## config.mk

```make
export PLATFORM = sky130hd
export DESIGN_NAME = spq_cell
export DESIGN_NICKNAME = d
export VERILOG_FILES = /design/src/rtl/spq_pkg.sv /design/src/rtl/spq_cell.sv
export SDC_FILE = /design/constraint.sdc
export NUM_CORES = 1
export LEC_CHECK = 0
export ABC_AREA = 1
export BUFFER_PORTS_ARGS = -buffer_cell sky130_fd_sc_hd__buf_2
export CAP_MARGIN = 20
export CORE_AREA = 2 2 109 111
export CTS_CLUSTER_DIAMETER = 60
export DETAILED_ROUTE_END_ITERATION = 8
export DIE_AREA = 0 0 111 113
export GPL_ROUTABILITY_DRIVEN = 0
export MAX_ROUTING_LAYER = met4
export PLACE_DENSITY = 0.73
export RECOVER_POWER = 50
export SYNTH_ARGS = -nofsm -noshare
export SYNTH_HDL_FRONTEND = slang
export SYNTH_SLANG_ARGS = --single-unit
```

## constraint.sdc

```tcl
create_clock -name i_clk -period 7 [get_ports i_clk]
set_input_delay 0 -clock i_clk [delete_from_list [all_inputs] [get_ports i_clk]]
set_output_delay 0 -clock i_clk [all_outputs]
set_load 0.01 [all_outputs]
```

## src/rtl/spq_pkg.sv

```systemverilog
`timescale 1ns / 1ps
// ----------------------------------------------------------------------------
// Sorted priority queue package
// Shared sizes, operation and status codes, and the entry type of the cells.
// ----------------------------------------------------------------------------
package spq_pkg;

    localparam int QUEUE_DEPTH = 1024;
    localparam int COUNT_W     = $clog2(QUEUE_DEPTH + 1);

    localparam int MODE_W   = 2;
    localparam int STATUS_W = 2;
    localparam int VALUE_W  = 32;
    localparam int OCOUNT_W = 11;

    localparam int IN_DATA_W  = ((MODE_W + 2 * VALUE_W + 7) / 8) * 8;
    localparam int OUT_DATA_W = ((STATUS_W + 2 * VALUE_W + 1 + OCOUNT_W + 7) / 8) * 8;

    typedef enum logic [MODE_W-1:0] {
        MODE_INSERT = 2'd0,
        MODE_DELETE = 2'd1,
        MODE_QUERY  = 2'd2
    } t_mode;

    typedef enum logic [STATUS_W-1:0] {
        ST_OK    = 2'd0,
        ST_FULL  = 2'd1,
        ST_EMPTY = 2'd2
    } t_status;

    typedef struct packed {
        logic signed [VALUE_W-1:0] pri;
        logic signed [VALUE_W-1:0] data;
    } t_entry;

    typedef struct packed {
        logic ins;
        logic del;
    } t_cell_ctrl;

endpackage

```

## src/rtl/spq_cell.sv

```systemverilog
`timescale 1ns / 1ps
// ----------------------------------------------------------------------------
// Sorted priority queue cell
// Holds one slot of the sorted row and shifts toward its neighbors.
// ----------------------------------------------------------------------------
module spq_cell (
    input  logic                             i_clk,
    input  spq_pkg::t_cell_ctrl              i_ctrl,
    input  spq_pkg::t_entry                  i_new,
    input  logic [spq_pkg::COUNT_W-1:0]      i_index,
    input  logic [spq_pkg::COUNT_W-1:0]      i_count,
    input  logic                             i_prev_hold,
    input  spq_pkg::t_entry                  i_prev_entry,
    input  spq_pkg::t_entry                  i_next_entry,
    output spq_pkg::t_entry                  o_entry,
    output logic                             o_hold
);

    spq_pkg::t_entry r_entry;
    logic            live;

    // A live slot whose priority is at least the new one stays in place.
    assign live   = i_index < i_count;
    assign o_hold = live && (r_entry.pri >= i_new.pri);
    assign o_entry = r_entry;

    always_ff @(posedge i_clk) begin
        if (i_ctrl.ins) begin
            if (!o_hold) begin
                r_entry <= i_prev_hold ? i_new : i_prev_entry;
            end
        end else if (i_ctrl.del) begin
            r_entry <= i_next_entry;
        end
    end

endmodule

```

==> results.json <==
{
  "grt_pass1_vias": 5073,
  "start_kind": "input port",
  "io_pins": 283,
  "wl_per_cell_um": 15.2,
  "p_int_w": 0.000872,
  "fillers": 1037,
  "drt_iter0_drc": 338,
  "grt.overflow.total": 0,
  "worstSetupEndpointType": "flop",
  "cts_resized": 0,
  "grt_max_degree": 67,
  "cts_tree": "built",
  "critPathLaunch": "i_prev_hold",
  "power_frac_comb_pct": 27.8,
  "area_growth_syn_to_layout_pct": 55.0,
  "clkPwrFrac_pct": 31.4,
  "setup_viol": 0,
  "yosysSeqAreaShare_pct": 44.6,
  "yosysWarnings": 0,
  "die_x_um": 111,
  "status": "finished with violations",
  "fin_nets": 1126,
  "fmax_mhz": 231,
  "cap_violations": 1,
  "seq_area_um2": 1920,
  "clockRootBuffer": "clkbuf_16",
  "finalCriticalPeriod_ns": 4.33,
  "numCtsBuffers": 9,
  "multi_input_area_um2": 2080,
  "tightest_slew_ns": 2.63,
  "via_count": 5020,
  "synth_seq_cells": 64,
  "power_leakage_nw": 3.22,
  "drc": 0,
  "place_hpwl_um": 10300,
  "dpl.cell_count": 932,
  "required_ns": 7.07,
  "path_class": "in2reg",
  "yosysTopAreaCell": "edfxtp_1",
  "hold_class": "in2reg",
  "power_density_nw_per_um2": 187,
  "largest_reg_flops": 64,
  "initial_core_util_pct": 38.2,
  "grt_pass1_wl_um": 23700,
  "netlist.area_leader.share_pct": 44.6,
  "yosys-top-cells-area": "edfxtp_1 45%, ha_1 12%, nand2_1 8.9%",
  "relSlewSlack_pct": -75.2,
  "core_um2": 11300,
  "r2r-start": "o_entry[59]$_DFFE_PP_",
  "violations": "capacitance limit, slew limit",
  "final_cells": 1016,
  "track_usage_pct": 24.6,
  "hold_violations": 0,
  "syn_area_per_cell_um2": 8.11,
  "io_buffers": 282,
  "syn-cell-area_um2": 4310,
  "die_h_um": 113,
  "vias_per_cell": 4.94,
  "syn-num-nets": 791,
  "hold_start": "i_next_entry[47]",
  "die_area_um2": 12500,
  "post-route-period-util_pct": 61.8,
  "cts_buffer_depth": 2,
  "cp.arrival_ns": 4.40,
  "drive_above_1_share_pct": 27.8,
  "antenna_found_initial": 2,
  "path_clk_slew_ns": 0.05,
  "syn_inst": 531,
  "cts_max_level": 3,
  "cts_setup_buffers": 0,
  "swShare_pct": 30.1,
  "sequentialPowerShare_pct": 40.8,
  "crit_fanout": 65,
  "finalMaxSlewViolations": 66,
  "clock_sinks": 64,
  "drtAntennaViolNets": 0,
  "clk-insertion-delay-late_ns": 0.33,
  "row_count": 39,
  "yosys.cell_types.count": 26,
  "grt_setup_unrepaired": "no",
  "ir_drop_v": 0.0000962,
  "fin_setup_tns_ns": 0,
  "drtPass1Iterations": 5,
  "power.switching_w": 0.000375,
  "cts_hold_buf": 65,
  "finalWirelength_um": 15500,
  "fin_hold_ws_ns": 0.00974,
  "clock_skew_ns": 0.00743
}
## path summary, 6_finish.rpt
| check | endpoint | slack [ns] | depth (start not counted) |
|---|---|---|---|
| setup / recovery | o_entry[16]$_DFFE_PP_ | 2.67 | 7 |
| hold / removal | o_entry[47]$_DFFE_PP_ | 0.01 | 3 |
| setup reg to reg | o_entry[53]$_DFFE_PP_ | 4.19 | 11 |
| hold reg to reg | o_entry[52]$_DFFE_PP_ | 1.61 | 6 |
## synth_stat cells, drive strengths merged
cell / instances
ha: 42
o21a: 3
a21o: 2
clkbuf: 25
buf: 2
nand3: 3
o21ai: 131
inv: 54
clkinv: 1
a21oi: 19
nor2: 73
edfxtp: 64
nor3b: 1
o221ai: 1
o211ai: 1
nand2: 103
nand4: 5
a211oi: 1
## metrics by stage
stage	area (um2)	power (W)	setup WS [ns]	util [%]
finish	6680	0.00125	2.67	59.2
global placement	5810	0.000835	4.20	51.5
CTS	6740	0.00126	4.11	59.8
floorplan	4310	0.000684	3.66	-
detailed placement	5830	0.000842	4.13	51.7
global route	6680	0.00132	2.30	59.2
## kinds of logic after synthesis
logic type / count (synthesis) / synth area share [%]
simple gates: 185 / 16.9
buf+inv: 82 / 7.35
compound gates: 158 / 19.0
fa+ha+maj: 42 / 12.2
flops: 64 / 44.6
## critical path: stages
cell,delay (ns)
buf_2,0.07
clkbuf_1,1.86
inv_1,1.21
buf_12,0.48
nor2_1,0.11
o21ai_1,0.07
dlygate4sd3_1,0.56
## layout by cell type, fill, tap and decap left out, drive strengths merged
master / n
buf: 221
o21ai: 131
nand2: 103
clkbuf: 75
nor2: 73
dlygate4sd3: 65
edfxtp: 64
inv: 54
ha: 42
a21oi: 19
clkinv: 7
nand4: 5
nand3: 3
o21a: 3
diode: 2
a21o: 2
nor3b: 1
o211ai: 1
a211oi: 1
o221ai: 1
## area by class of cell
| cell class | count | share of cell area, % |
|---|---|---|
| Multi-Input combinational cell | 385 | 31.1 |
| Antenna cell | 2 | 0.0749 |
| Clock inverter | 6 | 0.393 |
| Timing Repair Buffer | 351 | 30.4 |
| Tap cell | 143 | 2.68 |
| Clock buffer | 10 | 3.43 |
| Sequential cell | 64 | 28.8 |
| Inverter | 55 | 3.09 |
## metal layers
layer  global-route usage, %  vias up  wire length (um)
li1                        -     2480                 -
met1                    25.0     2218              5910
met2                    43.5      267              7640
met3                    4.28       55              1080
met4                    16.6        0               848
met5                       -        -                 0
## power groups by stage
stage	sequential, W	clock (W)	combinational (W)
3_3_place_gp	0.000510	0	0.000325
6_report	0.000508	0.000392	0.000347
2_1_floorplan	0.000542	0	0.000143
4_1_cts	0.000506	0.000398	0.000359
3_5_place_dp	0.000514	0	0.000328
5_1_grt	0.000514	0.000416	0.000386
Power figures use the tool's default switching activity.
